[src/hdl/assert_macros.svh]
// ----------------------------------------------------------------------------
// Assertion macros
// Shared concurrent assertion forms, clocked on clock, disabled in reset.
// ----------------------------------------------------------------------------
`ifndef ASSERT_MACROS_SVH
`define ASSERT_MACROS_SVH

// Same-cycle implication.
`define CRIF_ASSERT_IMPL(label, ante, cons, msg) \
   label: assert property (@(posedge clock) disable iff (reset) (ante) |-> (cons)) \
      else $error(msg);

// Next-cycle implication.
`define CRIF_ASSERT_NEXT(label, ante, cons, msg) \
   label: assert property (@(posedge clock) disable iff (reset) (ante) |=> (cons)) \
      else $error(msg);

`endif

[src/hdl/crif_pkg.sv]
// ----------------------------------------------------------------------------
// crif_pkg
// Codes, command and status types shared by the controller and datapath.
// ----------------------------------------------------------------------------
package crif_pkg;

   localparam int RATIO_W = 24;

   localparam logic [1:0] FUNC_RING1  = 2'd0;
   localparam logic [1:0] FUNC_RING2  = 2'd1;
   localparam logic [1:0] FUNC_CENTER = 2'd2;
   localparam logic [1:0] FUNC_FINAL  = 2'd3;

   localparam logic KIND_REGION = 1'b0;
   localparam logic KIND_CELL   = 1'b1;

   typedef enum logic {
      MUL_NQ = 1'b0,
      MUL_SS = 1'b1
   } mul_sel_type;

   typedef enum logic [2:0] {
      DJ_MEAN = 3'd0,
      DJ_SD   = 3'd1,
      DJ_CELL = 3'd2,
      DJ_R1C  = 3'd3,
      DJ_R2C  = 3'd4,
      DJ_R12  = 3'd5
   } div_job_type;

   typedef struct packed {
      logic        load;
      logic        mul_load;
      mul_sel_type mul_sel;
      logic        mul_step;
      logic        sqrt_load;
      logic        sqrt_step;
      logic        div_load;
      logic        div_step;
      logic        div_store;
      div_job_type div_job;
      logic        finish;
   } cmd_type;

   typedef struct packed {
      logic is_final;
      logic out_free;
   } status_type;

endpackage

[src/hdl/crif_ctrl.sv]
// ----------------------------------------------------------------------------
// crif_ctrl
// Sequencer: multiply passes, square root, divider jobs, result write.
// ----------------------------------------------------------------------------
`include "assert_macros.svh"

module crif_ctrl #(
   parameter int COUNT_BITS = 20,
   parameter int PIXEL_BITS = 16
) (
   input  logic                 clock,
   input  logic                 reset,
   input  logic                 req_tvalid,
   output logic                 req_tready,
   input  crif_pkg::status_type status,
   output crif_pkg::cmd_type    cmd
);

   localparam int CNT_W   = COUNT_BITS + 1;
   localparam int SUM_W   = PIXEL_BITS + COUNT_BITS;
   localparam int SQ_W    = 2 * PIXEL_BITS + COUNT_BITS;
   localparam int SACC_W  = PIXEL_BITS + COUNT_BITS + 2;
   localparam int MEAN_W  = PIXEL_BITS + 8;
   localparam int PW      = SQ_W + CNT_W;
   localparam int XW      = PW + 16;
   localparam int XE      = XW + (XW % 2);
   localparam int RW      = XE / 2;
   localparam int DN1     = SUM_W + 8;
   localparam int DN2     = (RW > DN1) ? RW : DN1;
   localparam int DN3     = (SACC_W + 8 > DN2) ? SACC_W + 8 : DN2;
   localparam int DNW     = (MEAN_W + 16 > DN3) ? MEAN_W + 16 : DN3;
   localparam int MS1     = (RW > SUM_W) ? RW : SUM_W;
   localparam int MAXS    = (DNW > MS1) ? DNW : MS1;
   localparam int CW      = $clog2(MAXS);

   typedef enum logic [8:0] {
      S_IDLE    = 9'b000000001,
      S_START   = 9'b000000010,
      S_MUL     = 9'b000000100,
      S_MULNEXT = 9'b000001000,
      S_SQRT    = 9'b000010000,
      S_DLOAD   = 9'b000100000,
      S_DIV     = 9'b001000000,
      S_DSTORE  = 9'b010000000,
      S_DONE    = 9'b100000000
   } state_type;

   state_type             state_ff, state_in;
   logic [CW-1:0]         cnt_ff, cnt_in;
   crif_pkg::div_job_type job_ff, job_in;
   crif_pkg::mul_sel_type pass_ff, pass_in;

   always_comb begin
      state_in   = state_ff;
      cnt_in     = cnt_ff;
      job_in     = job_ff;
      pass_in    = pass_ff;
      req_tready = 1'b0;
      cmd        = '0;
      cmd.div_job = job_ff;
      case (state_ff)
         S_IDLE: begin
            // no transfer while in reset
            req_tready = !reset;
            if (req_tvalid && !reset) begin
               cmd.load = 1'b1;
               state_in = S_START;
            end
         end
         S_START: begin
            cnt_in = '0;
            if (status.is_final) begin
               job_in   = crif_pkg::DJ_CELL;
               state_in = S_DLOAD;
            end else begin
               cmd.mul_load = 1'b1;
               cmd.mul_sel  = crif_pkg::MUL_NQ;
               pass_in      = crif_pkg::MUL_NQ;
               state_in     = S_MUL;
            end
         end
         S_MUL: begin
            cmd.mul_step = 1'b1;
            cnt_in       = cnt_ff + 1'b1;
            if (cnt_ff == CW'(SUM_W - 1)) begin
               cnt_in   = '0;
               state_in = S_MULNEXT;
            end
         end
         S_MULNEXT: begin
            if (pass_ff == crif_pkg::MUL_NQ) begin
               cmd.mul_load = 1'b1;
               cmd.mul_sel  = crif_pkg::MUL_SS;
               pass_in      = crif_pkg::MUL_SS;
               state_in     = S_MUL;
            end else begin
               cmd.sqrt_load = 1'b1;
               state_in      = S_SQRT;
            end
         end
         S_SQRT: begin
            cmd.sqrt_step = 1'b1;
            cnt_in        = cnt_ff + 1'b1;
            if (cnt_ff == CW'(RW - 1)) begin
               cnt_in   = '0;
               job_in   = crif_pkg::DJ_MEAN;
               state_in = S_DLOAD;
            end
         end
         S_DLOAD: begin
            cmd.div_load = 1'b1;
            cnt_in       = '0;
            state_in     = S_DIV;
         end
         S_DIV: begin
            cmd.div_step = 1'b1;
            cnt_in       = cnt_ff + 1'b1;
            if (cnt_ff == CW'(DNW - 1)) begin
               cnt_in   = '0;
               state_in = S_DSTORE;
            end
         end
         S_DSTORE: begin
            cmd.div_store = 1'b1;
            state_in      = S_DLOAD;
            case (job_ff)
               crif_pkg::DJ_MEAN: job_in = crif_pkg::DJ_SD;
               crif_pkg::DJ_CELL: job_in = crif_pkg::DJ_R1C;
               crif_pkg::DJ_R1C:  job_in = crif_pkg::DJ_R2C;
               crif_pkg::DJ_R2C:  job_in = crif_pkg::DJ_R12;
               default:           state_in = S_DONE;
            endcase
         end
         S_DONE: begin
            if (status.out_free) begin
               cmd.finish = 1'b1;
               state_in   = S_IDLE;
            end
         end
         default: state_in = S_IDLE;
      endcase
   end

   always_ff @(posedge clock) begin
      if (reset) begin
         state_ff <= S_IDLE;
         cnt_ff   <= '0;
         job_ff   <= crif_pkg::DJ_MEAN;
         pass_ff  <= crif_pkg::MUL_NQ;
      end else begin
         state_ff <= state_in;
         cnt_ff   <= cnt_in;
         job_ff   <= job_in;
         pass_ff  <= pass_in;
      end
   end

   `CRIF_ASSERT_IMPL(a_finish_free, cmd.finish, status.out_free, "result written over busy slot")
   `CRIF_ASSERT_NEXT(a_accept_start, req_tvalid && req_tready, state_ff == S_START, "no start")

endmodule

[src/hdl/crif_dp.sv]
// ----------------------------------------------------------------------------
// crif_dp
// Datapath: shift-add multiplier, bit-serial square root, restoring divider,
// cell state and result register.
// ----------------------------------------------------------------------------
`include "assert_macros.svh"

module crif_dp #(
   parameter int COUNT_BITS = 20,
   parameter int PIXEL_BITS = 16
) (
   input  logic                                 clock,
   input  logic                                 reset,
   input  crif_pkg::cmd_type                    cmd,
   output crif_pkg::status_type                 status,
   input  logic [1:0]                           in_func,
   input  logic [COUNT_BITS:0]                  in_count,
   input  logic [PIXEL_BITS+COUNT_BITS-1:0]     in_sum,
   input  logic [2*PIXEL_BITS+COUNT_BITS-1:0]   in_sumsq,
   input  logic                                 rsp_tready,
   output logic                                 rsp_valid,
   output logic                                 o_kind,
   output logic [PIXEL_BITS+7:0]                o_mean,
   output logic [PIXEL_BITS+7:0]                o_sd,
   output logic [COUNT_BITS:0]                  o_area,
   output logic [PIXEL_BITS+7:0]                o_cmean,
   output logic [COUNT_BITS+1:0]                o_carea,
   output logic [crif_pkg::RATIO_W-1:0]         o_r1c,
   output logic [crif_pkg::RATIO_W-1:0]         o_r2c,
   output logic [crif_pkg::RATIO_W-1:0]         o_r12,
   output logic                                 o_crv,
   output logic                                 o_rrv,
   output logic                                 o_empty
);

   localparam int CNT_W   = COUNT_BITS + 1;
   localparam int SUM_W   = PIXEL_BITS + COUNT_BITS;
   localparam int SQ_W    = 2 * PIXEL_BITS + COUNT_BITS;
   localparam int AREA_W  = COUNT_BITS + 2;
   localparam int SACC_W  = PIXEL_BITS + COUNT_BITS + 2;
   localparam int MEAN_W  = PIXEL_BITS + 8;
   localparam int RT_W    = crif_pkg::RATIO_W;
   localparam int PW      = SQ_W + CNT_W;
   localparam int XW      = PW + 16;
   localparam int XE      = XW + (XW % 2);
   localparam int RW      = XE / 2;
   localparam int DN1     = SUM_W + 8;
   localparam int DN2     = (RW > DN1) ? RW : DN1;
   localparam int DN3     = (SACC_W + 8 > DN2) ? SACC_W + 8 : DN2;
   localparam int DNW     = (MEAN_W + 16 > DN3) ? MEAN_W + 16 : DN3;
   localparam int DD1     = (AREA_W > CNT_W) ? AREA_W : CNT_W;
   localparam int DDW     = (MEAN_W > DD1) ? MEAN_W : DD1;

   // captured item
   logic [1:0]         func_ff;
   logic [CNT_W-1:0]   n_ff;
   logic [SUM_W-1:0]   s_ff;
   logic [SQ_W-1:0]    q_ff;
   // multiplier
   logic [PW-1:0]      a_ff, p_ff, nq_ff;
   logic [SUM_W-1:0]   b_ff;
   // square root
   logic [XE-1:0]      x_ff;
   logic [RW+1:0]      srem_ff;
   logic [RW-1:0]      root_ff;
   // divider
   logic [DNW-1:0]     dq_ff;
   logic [DDW-1:0]     drem_ff, dden_ff;
   // quotients
   logic [MEAN_W-1:0]  mean_ff, sd_ff, cmean_ff;
   logic [RT_W-1:0]    r1c_ff, r2c_ff, r12_ff;
   // cell state
   logic [AREA_W-1:0]  area_ff;
   logic [SACC_W-1:0]  sacc_ff;
   logic [MEAN_W-1:0]  r1_ff, r2_ff, ctr_ff;
   logic               rsp_valid_ff;

   logic [PW-1:0]      diff;
   logic [RW+3:0]      s_rt, s_trial;
   logic               s_ge;
   logic [DDW:0]       d_rt, d_den;
   logic               d_ge;
   logic [MEAN_W-1:0]  q_mean;
   logic [RT_W-1:0]    q_ratio;
   logic [AREA_W:0]    area_sum;
   logic [SACC_W:0]    sacc_sum;
   logic               is_final;

   assign is_final        = (func_ff == crif_pkg::FUNC_FINAL);
   assign status.is_final = is_final;
   assign status.out_free = !rsp_valid_ff || rsp_tready;
   assign rsp_valid       = rsp_valid_ff;

   assign diff    = nq_ff - p_ff;
   assign s_rt    = {srem_ff, x_ff[XE-1 -: 2]};
   assign s_trial = (RW+4)'({root_ff, 2'b01});
   assign s_ge    = (s_rt >= s_trial);
   assign d_rt    = {drem_ff, dq_ff[DNW-1]};
   assign d_den   = {1'b0, dden_ff};
   assign d_ge    = (d_rt >= d_den);
   assign q_mean  = (|dq_ff[DNW-1:MEAN_W]) ? {MEAN_W{1'b1}} : dq_ff[MEAN_W-1:0];
   assign q_ratio = (|dq_ff[DNW-1:RT_W]) ? {RT_W{1'b1}} : dq_ff[RT_W-1:0];
   assign area_sum = (AREA_W+1)'(area_ff) + (AREA_W+1)'(n_ff);
   assign sacc_sum = (SACC_W+1)'(sacc_ff) + (SACC_W+1)'(s_ff);

   // arithmetic units, no reset needed
   always_ff @(posedge clock) begin
      if (cmd.load) begin
         func_ff <= in_func;
         n_ff    <= in_count;
         s_ff    <= in_sum;
         q_ff    <= in_sumsq;
      end
      if (cmd.mul_load) begin
         p_ff <= '0;
         if (cmd.mul_sel == crif_pkg::MUL_SS) begin
            nq_ff <= p_ff;
            a_ff  <= PW'(s_ff);
            b_ff  <= s_ff;
         end else begin
            a_ff  <= PW'(q_ff);
            b_ff  <= SUM_W'(n_ff);
         end
      end else if (cmd.mul_step) begin
         if (b_ff[0]) p_ff <= p_ff + a_ff;
         a_ff <= {a_ff[PW-2:0], 1'b0};
         b_ff <= {1'b0, b_ff[SUM_W-1:1]};
      end
      if (cmd.sqrt_load) begin
         x_ff    <= (p_ff <= nq_ff) ? XE'({diff, 16'd0}) : '0;
         srem_ff <= '0;
         root_ff <= '0;
      end else if (cmd.sqrt_step) begin
         x_ff    <= {x_ff[XE-3:0], 2'b00};
         srem_ff <= s_ge ? (RW+2)'(s_rt - s_trial) : (RW+2)'(s_rt);
         root_ff <= {root_ff[RW-2:0], s_ge};
      end
      if (cmd.div_load) begin
         drem_ff <= '0;
         case (cmd.div_job)
            crif_pkg::DJ_MEAN: begin
               dq_ff <= DNW'({s_ff, 8'd0});       dden_ff <= DDW'(n_ff);
            end
            crif_pkg::DJ_SD: begin
               dq_ff <= DNW'(root_ff);            dden_ff <= DDW'(n_ff);
            end
            crif_pkg::DJ_CELL: begin
               dq_ff <= DNW'({sacc_ff, 8'd0});    dden_ff <= DDW'(area_ff);
            end
            crif_pkg::DJ_R1C: begin
               dq_ff <= DNW'({r1_ff, 16'd0});     dden_ff <= DDW'(ctr_ff);
            end
            crif_pkg::DJ_R2C: begin
               dq_ff <= DNW'({r2_ff, 16'd0});     dden_ff <= DDW'(ctr_ff);
            end
            default: begin
               dq_ff <= DNW'({r1_ff, 16'd0});     dden_ff <= DDW'(r2_ff);
            end
         endcase
      end else if (cmd.div_step) begin
         drem_ff <= d_ge ? DDW'(d_rt - d_den) : DDW'(d_rt);
         dq_ff   <= {dq_ff[DNW-2:0], d_ge};
      end
      // zero divisors give 0
      if (cmd.div_store) begin
         case (cmd.div_job)
            crif_pkg::DJ_MEAN: mean_ff  <= (n_ff == '0) ? '0 : q_mean;
            crif_pkg::DJ_SD:   sd_ff    <= (n_ff == '0) ? '0 : q_mean;
            crif_pkg::DJ_CELL: cmean_ff <= (area_ff == '0) ? '0 : q_mean;
            crif_pkg::DJ_R1C:  r1c_ff   <= (ctr_ff == '0) ? '0 : q_ratio;
            crif_pkg::DJ_R2C:  r2c_ff   <= (ctr_ff == '0) ? '0 : q_ratio;
            default:           r12_ff   <= (r2_ff == '0) ? '0 : q_ratio;
         endcase
      end
      if (cmd.finish) begin
         if (is_final) begin
            o_kind  <= crif_pkg::KIND_CELL;
            o_mean  <= '0;
            o_sd    <= '0;
            o_area  <= '0;
            o_cmean <= cmean_ff;
            o_carea <= area_ff;
            o_r1c   <= r1c_ff;
            o_r2c   <= r2c_ff;
            o_r12   <= r12_ff;
            o_crv   <= (ctr_ff != '0);
            o_rrv   <= (r2_ff != '0);
            o_empty <= (area_ff == '0);
         end else begin
            o_kind  <= crif_pkg::KIND_REGION;
            o_mean  <= mean_ff;
            o_sd    <= sd_ff;
            o_area  <= n_ff;
            o_cmean <= '0;
            o_carea <= '0;
            o_r1c   <= '0;
            o_r2c   <= '0;
            o_r12   <= '0;
            o_crv   <= 1'b0;
            o_rrv   <= 1'b0;
            o_empty <= (n_ff == '0);
         end
      end
   end

   // cell state and output valid
   always_ff @(posedge clock) begin
      if (reset) begin
         area_ff      <= '0;
         sacc_ff      <= '0;
         r1_ff        <= '0;
         r2_ff        <= '0;
         ctr_ff       <= '0;
         rsp_valid_ff <= 1'b0;
      end else begin
         if (cmd.finish) begin
            rsp_valid_ff <= 1'b1;
         end else if (rsp_tready) begin
            rsp_valid_ff <= 1'b0;
         end
         if (cmd.finish) begin
            if (is_final) begin
               area_ff <= '0;
               sacc_ff <= '0;
               r1_ff   <= '0;
               r2_ff   <= '0;
               ctr_ff  <= '0;
            end else begin
               area_ff <= area_sum[AREA_W] ? {AREA_W{1'b1}} : area_sum[AREA_W-1:0];
               sacc_ff <= sacc_sum[SACC_W] ? {SACC_W{1'b1}} : sacc_sum[SACC_W-1:0];
               case (func_ff)
                  crif_pkg::FUNC_RING1: r1_ff  <= mean_ff;
                  crif_pkg::FUNC_RING2: r2_ff  <= mean_ff;
                  default:              ctr_ff <= mean_ff;
               endcase
            end
         end
      end
   end

   `CRIF_ASSERT_NEXT(a_finish_valid, cmd.finish, rsp_valid_ff, "result not presented")
   `CRIF_ASSERT_NEXT(a_final_clear, cmd.finish && is_final, area_ff == '0 && sacc_ff == '0, "cell state not cleared")

endmodule

[src/hdl/cell_region_intensity_features.sv]
// ----------------------------------------------------------------------------
// cell_region_intensity_features
// Region mean / std deviation from moments, cell mean and mean ratios.
// ----------------------------------------------------------------------------
// One item at a time. A region item (ring 1, ring 2, center) returns mean and
// population standard deviation in Q16.8 plus its pixel count, and adds into
// the cell area and sum. A finalize item returns the cell mean, cell area and
// three saturating Q8.16 mean ratios with valid flags, then clears the cell.
// A region item runs both multiplier passes, the root and two divider jobs
// (mean, deviation); a finalize item runs four divider jobs (cell mean and
// the three ratios). The shift-add multiplier (one bit of the multiplier per
// cycle, two passes for n*Q and S*S), the square root (one root bit per
// cycle) and the restoring divider (one quotient bit per cycle, DNW bits per
// job) do this work. The result sits in an output register, so the next
// item is taken while a result still waits.
// ----------------------------------------------------------------------------
module cell_region_intensity_features #(
   parameter int COUNT_BITS = 20,
   parameter int PIXEL_BITS = 16
) (
   input  logic                 clock,
   input  logic                 reset,
   // input item
   input  logic                 req_tvalid,
   output logic                 req_tready,
   // fields from bit 0: pixel_count, intensity_sum, intensity_sum_squares, zero pad
   input  logic [((3*COUNT_BITS+3*PIXEL_BITS+1+7)/8)*8-1:0] req_tdata,
   // fields from bit 0: func
   input  logic [1:0]           req_tuser,
   // result item
   output logic                 rsp_tvalid,
   input  logic                 rsp_tready,
   // fields from bit 0: region_mean, region_std_dev, region_area, cell_mean,
   // cell_area, ring1_over_center, ring2_over_center, ring1_over_ring2,
   // center_ratios_valid, ring_ratio_valid, empty_region, zero pad
   output logic [((3*(PIXEL_BITS+8)+2*COUNT_BITS+3+3*crif_pkg::RATIO_W+3+7)/8)*8-1:0]
                                rsp_tdata,
   // fields from bit 0: result_kind
   output logic                 rsp_tuser
);

   localparam int CNT_W  = COUNT_BITS + 1;
   localparam int SUM_W  = PIXEL_BITS + COUNT_BITS;
   localparam int SQ_W   = 2 * PIXEL_BITS + COUNT_BITS;
   localparam int AREA_W = COUNT_BITS + 2;
   localparam int MEAN_W = PIXEL_BITS + 8;
   localparam int RT_W   = crif_pkg::RATIO_W;
   localparam int ODW    = $bits(rsp_tdata);

   crif_pkg::cmd_type    cmd;
   crif_pkg::status_type status;

   logic [MEAN_W-1:0] o_mean, o_sd, o_cmean;
   logic [CNT_W-1:0]  o_area;
   logic [AREA_W-1:0] o_carea;
   logic [RT_W-1:0]   o_r1c, o_r2c, o_r12;
   logic              o_crv, o_rrv, o_empty;

   crif_ctrl #(
      .COUNT_BITS (COUNT_BITS),
      .PIXEL_BITS (PIXEL_BITS)
   ) u_ctrl (
      .clock      (clock),
      .reset      (reset),
      .req_tvalid (req_tvalid),
      .req_tready (req_tready),
      .status     (status),
      .cmd        (cmd)
   );

   crif_dp #(
      .COUNT_BITS (COUNT_BITS),
      .PIXEL_BITS (PIXEL_BITS)
   ) u_dp (
      .clock      (clock),
      .reset      (reset),
      .cmd        (cmd),
      .status     (status),
      .in_func    (req_tuser),
      .in_count   (req_tdata[CNT_W-1:0]),
      .in_sum     (req_tdata[CNT_W+SUM_W-1:CNT_W]),
      .in_sumsq   (req_tdata[CNT_W+SUM_W+SQ_W-1:CNT_W+SUM_W]),
      .rsp_tready (rsp_tready),
      .rsp_valid  (rsp_tvalid),
      .o_kind     (rsp_tuser),
      .o_mean     (o_mean),
      .o_sd       (o_sd),
      .o_area     (o_area),
      .o_cmean    (o_cmean),
      .o_carea    (o_carea),
      .o_r1c      (o_r1c),
      .o_r2c      (o_r2c),
      .o_r12      (o_r12),
      .o_crv      (o_crv),
      .o_rrv      (o_rrv),
      .o_empty    (o_empty)
   );

   // pack the result transfer, first field lowest
   assign rsp_tdata = ODW'({o_empty, o_rrv, o_crv, o_r12, o_r2c, o_r1c,
                            o_carea, o_cmean, o_area, o_sd, o_mean});

endmodule

[config.mk]
export PLATFORM = sky130hd
export DESIGN_NAME = cell_region_intensity_features
export DESIGN_NICKNAME = d
export VERILOG_FILES = /design/src/hdl/crif_pkg.sv /design/src/hdl/crif_ctrl.sv /design/src/hdl/crif_dp.sv /design/src/hdl/cell_region_intensity_features.sv
export VERILOG_INCLUDE_DIRS = /design/src /design/src/hdl
export SDC_FILE = /design/constraint.sdc
export NUM_CORES = 2
export LEC_CHECK = 0
export BUFFER_PORTS_ARGS = -buffer_cell sky130_fd_sc_hd__buf_4
export CAP_MARGIN = 20
export CORE_MARGIN = 5
export CORE_UTILIZATION = 40
export DETAILED_ROUTE_END_ITERATION = 12
export HOLD_SLACK_MARGIN = 0.12
export PLACE_DENSITY = 0.57
export SLEW_MARGIN = 20
export SYNTH_ARGS = -nofsm -noshare
export SYNTH_HDL_FRONTEND = slang
export SYNTH_SLANG_ARGS = --single-unit
[constraint.sdc]
create_clock -name clock -period 7.5 [get_ports clock]
set_clock_uncertainty 0.1 [all_clocks]
set_input_delay 0.375 -clock clock [delete_from_list [all_inputs] [get_ports clock]]
set_output_delay 0.375 -clock clock [all_outputs]
set_load 0.01 [all_outputs]
# Yosys cells after proc, flatten, opt, wreduce, memory -nomap -nowiden
# Cells that the tools add are included.
# totals
ff_bits	1129
in_bits	118
word_cells	188
# op_classes
add_sub_neg	7
magnitude_cmp	3
n_eq_ne	27
muxes	66
bitwise_logic	1
n_reduce_logical	42
# ops
cell	count
24-bit 2-to-1 mux	10
46-bit case mux with 4 select lines	1
90-bit 2-to-1 mux	2
73-bit 2-to-1 mux	2
36-bit 2-to-1 mux	3
46-bit 2-to-1 mux	2
89-bit 2-to-1 mux	1
9-bit case mux with 9 select lines	1
38-bit 2-to-1 mux	2
73-bit adder	1
73-bit <= comparator	1
73-bit subtractor	1
24-bit case mux with 3 select lines	1
9-bit 2-to-1 mux	6
52-bit 2-to-1 mux	1
49-bit by 47-bit >= comparator with 1-bit output	1
24-bit logical NOT	2
24-bit nonzero test	2
47-bit 2-to-1 mux	1
47-bit subtractor	1
22-bit 2-to-1 mux	2
38-bit by 36-bit adder with 39-bit output	1
25-bit by 24-bit >= comparator with 1-bit output	1
6-bit 2-to-1 mux	4
other kinds (48)	96

# Logic depth before layout (Yosys ltp)
# depth
word_depth	5
mapped_depth	17
mapped_depth_nobuf	15

# Modules after synthesis
# Synthesis repeated with hierarchy kept, for this count alone.
# hier_totals
hier_cells	5808
hier_area_um2	58488.6
# by_module_without_submodules
mod	n_inst	cells_per_inst	area_each_um2	seq_area_each_um2
crif_dp	1	5643	57239.9	29628.4
crif_ctrl	1	159	1207.4	380.4
cell_region_intensity_features	1	6	41.3	0.0

# Least setup slack after synthesis
# Ideal clock, no wire load.
# synth_timing
path_kind	register -> register
from	reg u_ctrl.state_ff[3]
to	reg u_dp.sacc_ff[35]
setup_ns	0.398
arrival_ns	7.601
required_time_ns	7.002
path_slack_ns	-0.599
stages_incl_launch_ff	8
period_less_slack_ns	8.099
path_cell_list	dfxtp_1 -> nor4_1 -> nand4b_1 -> nor2_1 -> clkbuf_1 -> a21oi_1 -> o21ai_0 -> a21oi_1
# synth_rtl
item	line	source
from (decl)	crif_ctrl.sv:48	state_type state_ff, state_in;
from (signal assigned)	crif_ctrl.sv:151	state_ff <= state_in;
to (signal assigned)	crif_dp.sv:230	sacc_ff <= sacc_sum[SACC_W] ? {SACC_W{1'b1}} : sacc_sum[SACC_W-1:0];
to (decl)	crif_dp.sv:74	logic [SACC_W-1:0] sacc_ff;

# Final worst setup path
# layout_timing
from	reg u_ctrl.state_ff[2]
to	reg u_dp.a_ff[19] (enable)
# layout_between
elab_chain_cells	3
elab_cells_between_ends	6
classes_between	eq/ne (3); mux (2); reduce/logical (1)
# layout_lines
item	line	source
9-bit by 4-bit equality test with 1-bit output (tied with other cells)	crif_ctrl.sv:61	case (state_ff)
2-bit case mux with 2 select lines / 1-bit 2-to-1 mux (equally long branches)	crif_ctrl.sv:61	
2-bit nonzero test (no source line) (*)	--	
to (signal assigned)	crif_dp.sv:118	a_ff <= PW'(s_ff);
to (signal assigned)	crif_dp.sv:121	a_ff <= PW'(q_ff);
to (signal assigned)	crif_dp.sv:126	a_ff <= {a_ff[PW-2:0], 1'b0};
to (decl)	crif_dp.sv:60	logic [PW-1:0] a_ff, p_ff, nq_ff;
# Mark *: on every way between the ends. The rest lies on a longest branch, timed or not.
# A chain may end at the register's enable or synchronous reset.

==> impl_metrics.py <==
metrics = {
    "flow_run": {
        "cap_violations": 0,
    },
    "worst_hold_path": {
        "hp-class": "primary input to flop",
    },
    "placed_design": {
        "dpl_cell_area_um2": 61800,
        "place.gp.congestion": 0.912,
        "dp_slack_ns": 2.24,
        "io_buffers": 307,
        "dp_hpwl_mm": 130,
    },
    "route": {
        "met3_length_mm": 13.0,
        "drcViolationCount": 0,
        "ant_nets": 0,
        "met1_length_mm": 83.8,
        "dr_wl_met2_mm": 79.0,
        "drt-pass1-iter-count": 5,
        "vias": 45100,
        "drtIter0Drc": 3906,
        "wl_per_cell_um": 22.2,
        "routed_wl_mm": 181,
        "viasPerCell": 5.54,
        "top_layer": "met4",
    },
    "logic_synthesis": {
        "synth_compound_area_frac": 0.166,
        "synthCells": 5839,
        "synth_edf_count": 772,
        "synthAdderAreaFrac": 0.0622,
        "synth_xor_area_frac": 0.0376,
        "synth_area_um2": 57700,
        "synth_top_cell_by_area": "edfxtp_1",
        "synthMuxAreaShare": 0.0205,
        "ys_async_sr_fraction": 0,
        "synth-seq-cells": 1113,
        "ys_types": 93,
        "synthSimpleGateAreaFrac": 0.157,
        "yosys_warnings": 0,
        "ys.flop_type": "edfxtp_1",
        "synth_top_family_by_area": "compound AO/OA/AOI/OAI gates",
        "synth.top_cell.area_share": 0.402,
        "ys_seq_area_frac": 0.520,
        "synth.avg_cell_area_um2": 9.89,
        "synth_area_leaders": "edfxtp_1 40%, dfxtp_1 12%, ha_1 6.0%",
    },
    "global_routing": {
        "grt_pass1_vias": 42700,
        "overflow": 0,
        "grt_usage": 0.229,
        "grt_pass1_wl_mm": 269,
        "grt_max_degree": 164,
        "antenna_found_initial": 7,
    },
    "sta": {
        "holdWs_ns": 0.213,
        "fmax_mhz": 188,
        "slew_violations": 0,
        "tns_ns": 0,
        "worst_pin_slew_ns": 1.29,
        "min_period_ns": 5.31,
        "setup-violations-final": 0,
        "finalCritPeriodShare": 0.709,
        "fin_ws_ns": 2.19,
        "hold_violations": 0,
        "rsz0062_at_grt": "false",
        "slew_headroom": 0.141,
    },
    "floorplan": {
        "die_height_um": 390,
        "die-area_um2": 152000,
        "io_pins": 313,
        "core_area_um2": 143000,
        "die_width_um": 390,
        "rows": 139,
        "initial_core_util": 0.402,
    },
    "clocking": {
        "cts.clk_slew.worst_paths_ns": 0.06,
        "tritoncts": "done",
        "post-cts-setup-buffers": 0,
        "numCtsBuffers": 120,
        "cts_buffer_depth": 3,
        "cts-resized-gates": 0,
        "htreeDepth": 3,
        "clock-root-buffer": "clkbuf_16",
        "clock_latency_ns": 0.79,
        "cts.sinks": 1113,
    },
    "critical_path": {
        "end_kind": "flop",
        "critPathKind": "flop to flop",
        "critPathArrivalTime_ns": 5.63,
        "required_ns": 7.82,
        "critPathMaxFanout": 61,
        "startpoint_type": "flop",
    },
    "power": {
        "power.leakage_uw": 0.0261,
        "ir_drop_v": 0.000181,
        "power_density_nw_per_um2": 216,
        "p_total_uw": 14500,
    },
    "layout": {
        "stdcell_area_um2": 67200,
        "drive_gt1_frac": 0.103,
        "area_growth_pct": 16.4,
        "nets": 6534,
    },
    "status": {
        "status": "finished clean",
    },
}
## kinds of logic (layout without fill, tap and decap cells)
family | Yosys count | in the layout
other cells | 1 | 7
compound gates | 1547 | 1547
mux | 118 | 118
flops | 1113 | 1113
simple gates | 1982 | 1982
buf+inv | 546 | 946
fa+ha+maj | 284 | 284
xor+xnor | 248 | 248
## layout by cell type (no fill, tap or decap), types with 17 or more instances in the layout
master	count
o21ai_1	34
and2_1	137
o21a_1	38
o31ai_1	83
nand4_1	72
a22oi_1	31
nand3_1	132
nor2_1	424
xnor2_1	153
nand2b_1	27
ha_1	278
clkbuf_16	126
o21bai_1	41
a21o_1	152
xor2_1	95
buf_4	372
or3_1	23
clkbuf_8	17
dfxtp_1	338
a31oi_1	70
clkbuf_1	29
dlygate4sd3_1	115
nor4_1	39
o21ai_0	366
nor2b_1	103
inv_1	225
edfxtp_1	772
a21oi_1	513
a211oi_1	28
nand2_1	853
a221oi_1	33
clkinv_2	24
nor3_1	38
and3_1	43
mux2i_1	115
## worst paths after layout
kind / from / slack [ns] / depth (start not counted) / endpoint
max: u_ctrl.state_ff[2] / 2.19 / 10 / u_dp.a_ff[19]
min: req_tdata[6] / 0.21 / 2 / u_dp.n_ff[6]
max reg2reg: u_ctrl.state_ff[2] / 2.19 / 10 / u_dp.a_ff[19]
min reg2reg: u_dp.p_ff[72] / 0.34 / 0 / u_dp.nq_ff[72]
## worst max-delay path, stage by stage (launching register included)
cell and delay, ns:
dfxtp_1 0.36, nor4_1 0.53, nor2b_1 0.28, nand2_1 0.11, nor3b_1 0.85, nand2b_4 0.48, inv_4 0.66, nor2_1 0.11
buf_4 0.26, nand2_4 0.64, buf_4 0.47
## state kept, by name, indices dropped and copies added, names as in the netlist, 45 cells and up
name / cells
u_dp.a_ff: 73
u_dp.dq_ff: 46
u_dp.nq_ff: 73
u_dp.p_ff: 73
u_dp.q_ff: 52
u_dp.root_ff: 45
u_dp.srem_ff: 47
u_dp.x_ff: 74
## per-layer routing
metal	vias to the layer above	track usage
met1	21900	0.334
met2	1349	0.351
met3	238	0.0439
li1	21700	-
met4	0	0.0592
met5	-	0
## repair_timing
| item | 4_1_cts | 5_1_grt |
|---|---|---|
| setup endpoints to repair | 0 | 0 |
| endpoints found under the hold margin | 136 | 0 |
| hold buffers | 115 | 0 |
## area by class of cell
cell class / count / area, um^2
fill: 13300 / 76300
sequential: 1113 / 30000
multi-input combinational: 4181 / 25700
timing repair buffer: 489 / 3980
clock buffer: 173 / 3500
tap: 1903 / 2380
inverter: 227 / 855
clock inverter: 57 / 701
antenna: 5 / 12.5
## stage by stage
step / std cells / utilization
after CTS: 8143 / 0.468
final: 8148 / 0.468
after floorplan: 5840 / -
after global routing: 8143 / 0.468
after global placement: 7798 / 0.431
after detailed placement: 7798 / 0.431
## cell usage after synthesis, drive strengths merged (43+ instances only)
master and number:
and2 140, dfxtp 341, a31oi 70, mux2i 115
nand2 858, nand3 132, o31ai 85, inv 227
xor2 95, a21o 152, a21oi 514, nor2 432
nand4 72, and3 43, buf 46, xnor2 153
o21ai 402, clkbuf 273, nor2b 106, ha 279
edfxtp 772
## where the power goes
part | switching, uW | internal, uW | total [uW]
sequential | 128 | 6640 | 6770
combinational | 944 | 609 | 1550
clock | 2620 | 3580 | 6210
total | 3700 | 10800 | 14500
Power figures use the tool's default switching activity.
